**src/rtl/packet_rule_filter_assert.svh**
```systemverilog
// Assertion macros shared by the packet rule filter RTL.
// Uses clk_i and rst_ni of the module that includes it.
`ifndef PACKET_RULE_FILTER_ASSERT_SVH
`define PACKET_RULE_FILTER_ASSERT_SVH

// Same-cycle implication, checked outside reset.
`define PRF_ASSERT_IMP(label, ante, cons, msg) \
  label: assert property (@(posedge clk_i) disable iff (!rst_ni) (ante) |-> (cons)) \
    else $error(msg);

// Next-cycle implication, checked outside reset.
`define PRF_ASSERT_NXT(label, ante, cons, msg) \
  label: assert property (@(posedge clk_i) disable iff (!rst_ni) (ante) |=> (cons)) \
    else $error(msg);

`endif

```
**src/rtl/prf_pkg.sv**
```systemverilog
// Shared types and constants of the packet rule filter.
// No dependencies.
package prf_pkg;

  localparam int unsigned RULE_DEPTH = 64;

  // Operation codes.
  localparam logic [1:0] OP_CLASSIFY = 2'd0;
  localparam logic [1:0] OP_ADD      = 2'd1;
  localparam logic [1:0] OP_DELETE   = 2'd2;

  // Rule classes.
  localparam logic [1:0] CLS_IP   = 2'd0;
  localparam logic [1:0] CLS_TCP  = 2'd1;
  localparam logic [1:0] CLS_UDP  = 2'd2;
  localparam logic [1:0] CLS_ICMP = 2'd3;

  // Result status codes.
  localparam logic [1:0] ST_OK        = 2'd0;
  localparam logic [1:0] ST_FULL      = 2'd1;
  localparam logic [1:0] ST_NOT_FOUND = 2'd2;

  // IPv4 protocol numbers.
  localparam logic [7:0] PROTO_UDP  = 8'd17;
  localparam logic [7:0] PROTO_TCP  = 8'd6;
  localparam logic [7:0] PROTO_ICMP = 8'd1;

  // One stored rule.
  typedef struct packed {
    logic [31:0] id;
    logic        deny;
    logic [1:0]  cls;
    logic [31:0] src;
    logic [31:0] dst;
    logic [15:0] sport;
    logic [15:0] dport;
  } entry_t;

  // Commands from the controller to the datapath.
  typedef struct packed {
    logic load;
    logic ptr_load;
    logic ptr_dec;
    logic ptr_inc;
    logic rd_dec;
    logic rd_inc;
    logic wr_add;
    logic wr_shift;
    logic cnt_dec;
    logic phase_set;
    logic res_hit;
    logic st_full;
    logic st_nf;
  } prf_cmd_t;

  // Status from the datapath to the controller.
  typedef struct packed {
    logic [1:0] op;
    logic       ipv4;
    logic       full;
    logic       ptr_zero;
    logic       cls_valid;
    logic       phase;
    logic       match;
    logic       id_eq;
    logic       shift_end;
  } prf_sts_t;

endpackage

```
**src/rtl/prf_controller.sv**
```systemverilog
// Sequencing state machine of the packet rule filter.
// Depends on prf_pkg and packet_rule_filter_assert.svh.
`include "packet_rule_filter_assert.svh"

module prf_controller import prf_pkg::*; (
  input  logic     clk_i,
  input  logic     rst_ni,
  input  logic     start_i,
  output logic     busy_o,
  output logic     done_o,
  input  prf_sts_t sts_i,
  output prf_cmd_t cmd_o
);

  localparam logic [2:0] S_IDLE     = 3'd0;
  localparam logic [2:0] S_SCAN_RD  = 3'd1;
  localparam logic [2:0] S_SCAN_CMP = 3'd2;
  localparam logic [2:0] S_DEL_RD   = 3'd3;
  localparam logic [2:0] S_DEL_CMP  = 3'd4;
  localparam logic [2:0] S_SHF_RD   = 3'd5;
  localparam logic [2:0] S_SHF_WR   = 3'd6;
  localparam logic [2:0] S_DONE     = 3'd7;

  logic [2:0] state_q, state_d;

  // Next state and command decode.
  always_comb begin
    state_d = state_q;
    cmd_o   = '0;
    case (state_q)
      S_IDLE: begin
        if (start_i) begin
          cmd_o.load = 1'b1;
          state_d    = S_DONE;
          case (sts_i.op)
            OP_CLASSIFY: begin
              if (sts_i.ipv4) begin
                cmd_o.ptr_load = 1'b1;
                state_d        = S_SCAN_RD;
              end
            end
            OP_ADD: begin
              if (sts_i.full) begin
                cmd_o.st_full = 1'b1;
              end else begin
                cmd_o.wr_add = 1'b1;
              end
            end
            OP_DELETE: begin
              cmd_o.ptr_load = 1'b1;
              state_d        = S_DEL_RD;
            end
            default: begin
              state_d = S_DONE;
            end
          endcase
        end
      end
      S_SCAN_RD: begin
        if (sts_i.ptr_zero) begin
          // End of the address pass: move on to the protocol class or finish.
          if (!sts_i.phase && sts_i.cls_valid) begin
            cmd_o.phase_set = 1'b1;
          end else begin
            state_d = S_DONE;
          end
        end else begin
          cmd_o.rd_dec  = 1'b1;
          cmd_o.ptr_dec = 1'b1;
          state_d       = S_SCAN_CMP;
        end
      end
      S_SCAN_CMP: begin
        if (sts_i.match) begin
          cmd_o.res_hit = 1'b1;
          state_d       = S_DONE;
        end else begin
          state_d = S_SCAN_RD;
        end
      end
      S_DEL_RD: begin
        if (sts_i.ptr_zero) begin
          cmd_o.st_nf = 1'b1;
          state_d     = S_DONE;
        end else begin
          cmd_o.rd_dec  = 1'b1;
          cmd_o.ptr_dec = 1'b1;
          state_d       = S_DEL_CMP;
        end
      end
      S_DEL_CMP: begin
        state_d = sts_i.id_eq ? S_SHF_RD : S_DEL_RD;
      end
      S_SHF_RD: begin
        if (sts_i.shift_end) begin
          cmd_o.cnt_dec = 1'b1;
          state_d       = S_DONE;
        end else begin
          cmd_o.rd_inc = 1'b1;
          state_d      = S_SHF_WR;
        end
      end
      S_SHF_WR: begin
        cmd_o.wr_shift = 1'b1;
        cmd_o.ptr_inc  = 1'b1;
        state_d        = S_SHF_RD;
      end
      S_DONE: begin
        state_d = S_IDLE;
      end
      default: begin
        state_d = S_IDLE;
      end
    endcase
  end

  // State register.
  always_ff @(posedge clk_i or negedge rst_ni) begin
    if (!rst_ni) begin
      state_q <= S_IDLE;
    end else begin
      state_q <= state_d;
    end
  end

  assign busy_o = (state_q != S_IDLE);
  assign done_o = (state_q == S_DONE);

  `PRF_ASSERT_NXT(a_done_single, done_o, !done_o, "result strobe lasted more than one cycle")
  `PRF_ASSERT_NXT(a_accept_busy, start_i && !busy_o, busy_o, "accepted request did not raise busy")
  `PRF_ASSERT_IMP(a_done_busy, done_o, busy_o, "result strobe outside a request")
  `PRF_ASSERT_IMP(a_one_write, cmd_o.wr_add, !cmd_o.wr_shift, "two table writes in one cycle")

endmodule

```
**config.mk**
```make
export PLATFORM = sky130hd
export DESIGN_NAME = prf_controller
export DESIGN_NICKNAME = d
export VERILOG_FILES = /design/src/rtl/prf_pkg.sv /design/src/rtl/prf_controller.sv
export VERILOG_INCLUDE_DIRS = /design/src /design/src/rtl
export SDC_FILE = /design/constraint.sdc
export NUM_CORES = 1
export LEC_CHECK = 0
export BUFFER_PORTS_ARGS = -buffer_cell sky130_fd_sc_hd__buf_2
export CAP_MARGIN = 40
export CORE_AREA = 2 2 39 41
export CTS_BUF_LIST = sky130_fd_sc_hd__clkbuf_8
export CTS_CLUSTER_SIZE = 10
export DETAILED_ROUTE_END_ITERATION = 8
export DIE_AREA = 0 0 41 43
export PLACE_DENSITY = 0.56
export SYNTH_ARGS = -nofsm -noshare
export SYNTH_HDL_FRONTEND = slang
export SYNTH_SLANG_ARGS = --single-unit
```
**constraint.sdc**
```tcl
create_clock -name clk_i -period 1.68 [get_ports clk_i]
set_input_delay 0.42 -clock clk_i [delete_from_list [all_inputs] [get_ports clk_i]]
set_output_delay 0.42 -clock clk_i [all_outputs]
set_load 0.02 [all_outputs]
```
# Word-level counts from Yosys, hierarchy flattened
# Cells that the tools add are included.
[classes]
eq_ne = 11
n_reduce_logical = 7
n_mux = 36
[op_table]
columns = ["op", "count"]
rows = [
  ["2-to-1 mux 1 bit", 24],
  ["case mux 3 bit (8 select lines)", 1],
  ["2-to-1 mux 3 bit", 6],
  ["equality test 3 bit, second input constant", 4],
  ["equality test 3 x 2 -> 1 bit, second input constant", 2],
  ["2-to-1 mux 2 bit", 3],
  ["case mux 3 bit (2 select lines)", 1],
  ["equality test 3 x 1 -> 1 bit, second input constant", 1],
  ["zero test 3 bit", 1],
  ["!= test 3 bit, second input constant", 1],
  ["nonzero test 3 bit", 1],
  ["equality test 2 x 1 -> 1 bit, second input constant", 1],
  ["equality test 2 bit, second input constant", 1],
  ["zero test 2 bit", 1],
  ["!= test 2 bit, second input constant", 1],
  ["case mux 1 bit (2 select lines)", 1],
  ["AND reduction 2 bit", 1],
  ["OR reduction 2 bit", 1],
  ["logical AND 1 bit", 1],
  ["zero test 1 bit", 1],
]
[word_totals]
register_bits = 3
wordCells = 55

# Longest topological paths before layout
# Gate-level depths: netlist of the first run.
[depth]
word_depth = 5
mapped_depth = 5
mapped_depth_nobuf = 4

# Least setup slack after synthesis of the first run
# No wires, ideal clock.
[synth_timing]
path_type = "register to output"
startpoint = "register state_q[2]"
endpoint = "output port cmd_o[6] in the netlist's numbering"
path_stages_with_launch = 4
arrival_ns = 1.501
setup_slack_ns = -0.241
n_path_buf = 0
required_time_ns = 1.260
cell_sequence = "dfrtp_1 > nor3_2 > nand2_1 > nor4b_1"
[synth_rtl]
columns = ["item", "line", "source"]
rows = [
  ["start, declared", "prf_controller.sv:24", "logic [2:0] state_q, state_d;"],
  ["start signal, assigned", "prf_controller.sv:122", "state_q <= state_d;"],
  ["end, declared", "prf_controller.sv:12", "output prf_cmd_t cmd_o"],
]

==> impl_results.md, run 1 <==
* Outcome: complete, but fails checks
* Failing checks: setup timing
* Share of the synthesized area in the top cell type at 20.34%
* Worst path depth at 4
* Number of DRC markers in iteration 0 at 7
* FF-to-FF path depth at 5
* Router iterations before antenna repair at 2
* Area leader, netlist: dfrtp_1
* Critical Path RT at between 1000 and 1500 ps
* Worst Hold Path Cells at 3
* Setup-failing EPs final at 3
* Largest net degree at the start of global routing at 13
* CP max-delay cell: dfrtp_1
* Peak VDD IR at about 0.74 mV
* Count leader, synth: nor2_1
* Final-stage net count at 93
* Element type at the critical path end: output port
* Clock network fraction of total power at around a fifth
* Die H at around 43 µm
* Critical path's largest stage delay at slightly below 400 ps
* Sw Share at 44.94%
* Grt total ovfl at 0
* Synth warn at 0
* Lkg Pwr at around 0.33 nW
* CTS tree: built
* Synth unique cells at 26
* Clock transition at path regs at about 30 ps
* Share of cells above drive strength 1 at 58.23%
* Synth Area per Inst at 7.853 µm²
* Critical path type: reg2out
* Fmax achieved at around 570 MHz
* Setup WS post-layout at -65.15 ps
* Critical Path Fanout Max at 3
* Synthesized Nets at 60
* Biggest regs: state_q (3)
* Rows at 14
* Switch Pwr at 452.6 µW
* Dpl hpwl at about 780 µm
* Power Density at roughly 1600 nW/µm²
* First-pass GRT wire length at between 1500 and 2000 µm
* Worst Skew at 0.8938 ps
* Number of enable flip-flop cells after synthesis at 0
* Sequential area share after synthesis at about a fifth
* Area added between synthesis and finish at 70.17%
* Initial antenna violation count at 0
* Post-synth top cells: nor2_1 (6), nand2_1 (5)
* Vias per Instance at approximately 4.6
* Flop pwr share at ~15%
* CTS sink count at 3
* Routability cong. at around 0.7
* Final core utilization at a little under half
* Comb pwr share at 64.9%
* Largest register by flop count: state_q
* Port-buffer cells at 27
* Post-Syn Instances at 47
* Core area at around 1400 µm²
* Setup_tns at -138.2 ps
* Worst-margin pin slew at about 220 ps
* Top Family by Delay on Critical Path: simple AND/OR/NAND/NOR gates
* Clk Tree Root Cell: clkbuf_8
* Crit path buf inv count at 1
* Hold Fails Final Rpt at 0
* Post-CTS setup buffer count at 0
* Number of global-route vias before repair at 393
* RSZ-0062 raised after global routing: true
* Total Routed Length at 999 µm
* Number of CTS-inserted buffers at 3
* Clock latency on the worst-skew pair at between 200 and 250 ps
* Pwr Total at approximately 1 mW
* Largest cells by area after synthesis: dfrtp_1 (20%), buf_4 (6.1%), buf_6 (6.1%), nor2_1 (6.1%), nand2_1 (5.1%)
* Relative slew margins at ~86%
* Final worst path period share at 103.9%
* Number of flip-flops in the largest register at 3
* Max Cap Viol at 0
* Drc violations at 0
* Setup crit start kind: register
* Fin area at approximately 630 µm²
* Critical-path cell list: nor3_4, nand2_2, nor4b_2, buf_4
* H-Tree Depth at 1
* Period minus WS final at 1745 ps
* CP Data Arrival Time at around 1300 ps
* Die X at slightly above 40 µm
* Clock Tree Buf Depth at 2
* Full die area at around 1800 µm²
* Post-route ant nets at 0
* Final Max Slew Viols at 0
* Total Routing Usage GR at approximately an eighth
* Cell-internal power at between 500 and 600 µW
* WL per Instance at ~11 µm
* Post-synthesis register bit count at 3
* Ports at 28
* Synth Flop Type: dfrtp_1
* Starting Density at between 20% and 30%
* Ys async rst share at 100.0%
* Worst hold path class: in2reg
* Placement Cell Area at between 500 and 600 µm²
* Cell Area, Synth at roughly 370 µm²
* Vias at 440
* Ant diodes at 0
* Worst setup slack after placement at 68.83 ps
-- timing repair --
item | CTS | global route
resized for setup | 6 | 6
pin swaps | 4 | 0
hold endpoints to repair | 3 | 0
setup endpoints to repair | 4 | 7
hold buffers | 1 | 0
-- path summary, 6_finish.rpt --
kind                             from    endpoint  slack [ps]
setup / recovery           state_q[0]    cmd_o[6]         -70
hold / removal                start_i  state_q[1]         520
setup reg to reg           state_q[0]  state_q[1]         290
hold reg to reg            state_q[0]  state_q[0]         700
max in group asynchronous      rst_ni  state_q[0]        1050
min in group asynchronous      rst_ni  state_q[1]         530
-- power groups by stage --
stage | logic, mW | clock network, mW | registers [mW]
floorplan | 0.484 | 0 | 0.143
global placement | 0.609 | 0 | 0.135
detailed placement | 0.619 | 0 | 0.137
CTS | 0.645 | 0.207 | 0.138
global route | 0.719 | 0.214 | 0.157
finish | 0.653 | 0.203 | 0.151
-- final cells by class --
type / instances / area, µm²
Clock buffer: 3 / 41.29
Clock inverter: 1 / 3.754
Fill cell: 151 / 755.7
Inverter: 2 / 7.507
Multi-Input combinational cell: 37 / 275.3
Sequential cell: 3 / 75.07
Tap cell: 16 / 20.02
Timing Repair Buffer: 33 / 205.2
-- routing by layer --
layer,share of wire [%],routed length (µm),global-route usage [%]
met5,0,0,0
met4,0,0,8.000
met1,47,465,17.10
met2,48,475,19.38
met3,5.8,58,1.571
-- placed cells by master (no fill, tap or decap) --
| cell type | count |
|---|---|
| mux2i_1 | 1 |
| inv_1 | 3 |
| nor4b_2 | 1 |
| o21ai_0 | 3 |
| and2b_1 | 1 |
| a21oi_2 | 1 |
| o21a_1 | 1 |
| dfrtp_1 | 3 |
| a211oi_1 | 1 |
| or2b_2 | 1 |
| nor3_2 | 1 |
| nor4_4 | 1 |
| nand2b_1 | 1 |
| nor3b_2 | 1 |
| and4b_1 | 1 |
| nand2_1 | 4 |
| dlygate4sd3_1 | 1 |
| nor2_1 | 6 |
| nor3_4 | 1 |
| o211ai_1 | 1 |
| a221o_1 | 1 |
| clkbuf_8 | 3 |
| and4bb_2 | 1 |
| and3b_2 | 1 |
| nand2_2 | 1 |
| nor3b_1 | 1 |
| a21oi_1 | 2 |
| buf_6 | 2 |
| nor3_1 | 2 |
| and3_2 | 1 |
| buf_4 | 9 |
| buf_2 | 21 |
-- logic make-up (layout without fill, tap and decap cells) --
logic type             count (synthesis)  count (layout)  share of synthesized area [%]
flip-flops                             3               3                          20.34
multiplexers                           1               1                          2.712
AND/OR/NAND/NOR                       26              26                          44.75
AO/OA/AOI/OAI                         10              10                          17.97
buffers and inverters                  7              39                          14.24
-- worst reg2reg max path: stages (launching register included) --
cell,delay [ps]
dfrtp_1,370
buf_4,190
and2b_1,190
o21a_1,170
a221o_1,280
a21oi_2,130
-- metrics by stage --
stage | hold slack (ps) | cells
6_report | 518.3 | 95
5_1_grt | 538.1 | 95
4_1_cts | 513.2 | 95
3_5_place_dp | 216.6 | 90
3_3_place_gp | 216.0 | 90
2_1_floorplan | 124.4 | 47
(Power assumes the default switching activity.)
==> inputs of run 2 (changes only) <==
RECOVER_POWER = 25   (was not set)
REMOVE_ABC_BUFFERS = 1   (was not set)
==> impl_results.md, run 2 (same netlist as run 1, synthesis figures left out) <==
* Ports at 28 (unchanged)
* Grt total ovfl at 0 (unchanged)
* Power Density at 1594 nW/µm² (-0.60%)
* Vias per Instance at 4.816 (+4.0%)
* Element type at the critical path end: output port
* CP Data Arrival Time at 1360 ps (+30 ps)
* Hold Fails Final Rpt at 0 (unchanged)
* Placed insts at 90 (unchanged)
* H-Tree Depth at 1 (unchanged)
* Total Routed Length at 1081 µm (+8.2%)
* Area occupied by multi-input gates at 286.5 µm² (+4.1%)
* Setup crit end: cmd_o[6]
* Final core utilization at 48.10% (+2.7 points)
* Met3 routed WL at 102 µm (+76%)
* Lkg Pwr at 0.3454 nW (+6.1%)
* Critical path type: reg2out
* Setup crit start kind: register
* Setup-failing EPs final at 3 (unchanged)
* Rows at 14 (unchanged)
* Full die area at 1763 µm² (unchanged)
* Ant diodes at 0 (unchanged)
* Largest register by flop count: state_q
* Number of global-route vias before repair at 398 (+1.3%)
* Clock latency on the worst-skew pair at 210 ps (about the same)
* Area added between synthesis and finish at 80.34%
* Reg area at 76.32 µm² (+1.7%)
* Failing checks: setup timing
* Fillers at 145 (-4.0%)
* Routability cong. at 0.6730 (-4.5%)
* Starting Density at 26.67% (unchanged)
* Die H at 43 µm (unchanged)
* Clock Tree Buf Depth at 2 (unchanged)
* Worst-margin pin slew at 224.8 ps (+9.634 ps)
* Outcome: complete, but fails checks
* Max Cap Viol at 0 (unchanged)
* Number of CTS-inserted buffers at 3 (unchanged)
* Peak VDD IR at 0.5875 mV (-20%)
* Largest net degree at the start of global routing at 13 (unchanged)
* Clk Tree Root Cell: clkbuf_8
* FF-to-FF path depth at 6 (+1)
* Share of cells above drive strength 1 at 60.98% (+2.7 points)
* Max layer used: met4
* Number of DRC markers in iteration 0 at 6 (-1)
* CTS tree: built
* Final-stage net count at 96 (+3.2%)
* Setup_tns at -222.5 ps (-84.24 ps)
* Routed met1 length at 474 µm (+1.9%)
* Critical Path Fanout Max at 3 (unchanged)
* Total Routing Usage GR at 12.89% (-0.18 points)
* Dpl hpwl at 724.6 µm (-6.9%)
* Port-buffer cells at 27 (unchanged)
* Die X at 41 µm (unchanged)
* Number of flip-flops in the largest register at 3 (unchanged)
* WL per Instance at 11.03 µm (+4.9%)
* Router iterations before antenna repair at 4 (+2)
* Worst setup slack after placement at 28.73 ps (-40.10 ps)
* Final Max Slew Viols at 0 (unchanged)
* R2R setup slack at 170 ps (-120 ps)
* Final std cells w/o fill at 98 (+3.2%)
* Clock transition at path regs at 30 ps (about the same)
* Met2 routed WL at 499 µm (+5.1%)
* First-pass GRT wire length at 1490 µm (-3.6%)
* Setup crit start: state_q[2]
* Reg2reg end: state_q[1]
* Worst hold path class: in2reg
* Relative slew margins at 84.90% (-0.65 points)
* Final worst path period share at 106.2% (+2.4 points)
* Worst Skew at 0.1440 ps (-0.7498 ps)
* Core area at 1384 µm² (unchanged)
* Biggest regs: state_q (3)
* Commonest non-fill, non-tap cell in the layout: buf_2
* Reg2reg start: state_q[0]
* Fmax achieved at 560.3 MHz (-2.2%)
* Initial antenna violation count at 0 (unchanged)
* Period minus WS final at 1785 ps (+39.52 ps)
* CTS sink count at 3 (unchanged)
* Most frequent cells in the layout: buf_2 (20), buf_4 (11), nor2_1 (6), nand2_1 (4)
* Vias at 472 (+7.3%)
* RSZ-0062 raised after global routing: true
* Setup WS post-layout at -104.7 ps (-39.52 ps)
* Critical Path RT at 1260 ps (about the same)
* Post-route ant nets at 0 (unchanged)
* Drc violations at 0 (unchanged)
-- run 2: changes by cell type in the layout (fill, tap and decap cells not counted), sizes merged --
cell	previous run	this run
buf	32	34
clkbuf	3	4
-- run 2: report_power, final --
group / total (mW) / switching [mW] / internal (mW)
combinational: 0.701 / 0.377 / 0.324
sequential: 0.157 / 0.0429 / 0.114
clock: 0.203 / 0.0474 / 0.156
-- run 2: worst min path at each step --
stage	cells past startpoint	to	startpoint	slack [ps]
after CTS	3	state_q[1]	start_i	510
after global placement	1	state_q[0]	rst_ni	220
after detailed placement	1	state_q[1]	rst_ni	220
final	3	state_q[1]	start_i	520
after global routing	3	state_q[1]	start_i	530
after floorplan	0	state_q[0]	rst_ni	120
-- run 2: cell type report --
cell class / instances / area share [%]
multi-input cells: 37 / 43.05
repair buffers: 36 / 34.59
flip-flops and latches: 3 / 11.47
clock buffers: 3 / 6.203
well taps: 16 / 3.008
inverters: 2 / 1.128
clock inverters: 1 / 0.5639
-- run 2: worst max-delay path, stage by stage (launching register included) --
cell and delay, ps:
dfrtp_1 390, nor3_4 220, nand2_2 100, nor4b_4 250, buf_4 180
-- run 2: stage by stage --
step           hold slack, ps  power [mW]  cell area (µm²)
2_1_floorplan           124.4      0.5280            324.1
3_3_place_gp            215.4      0.7322            516.7
3_5_place_dp            216.0      0.7405            516.7
4_1_cts                 511.1      0.9788            610.6
5_1_grt                 529.6       1.137            665.6
6_report                520.2       1.061            665.6
-- run 2: metal layers --
layer,up-vias,global-route usage (%)
li1,236,-
met1,210,14.94
met2,24,19.06
met3,2,4.712
met4,0,8.000
met5,-,0
-- run 2: what timing repair did --
action,CTS,global route
setup endpoints to repair,4,10
buffers inserted,2,1
hold buffers,1,0
cloned,0,1
endpoints found under the hold margin,3,0
pin swaps,5,3
gates resized for setup,5,15
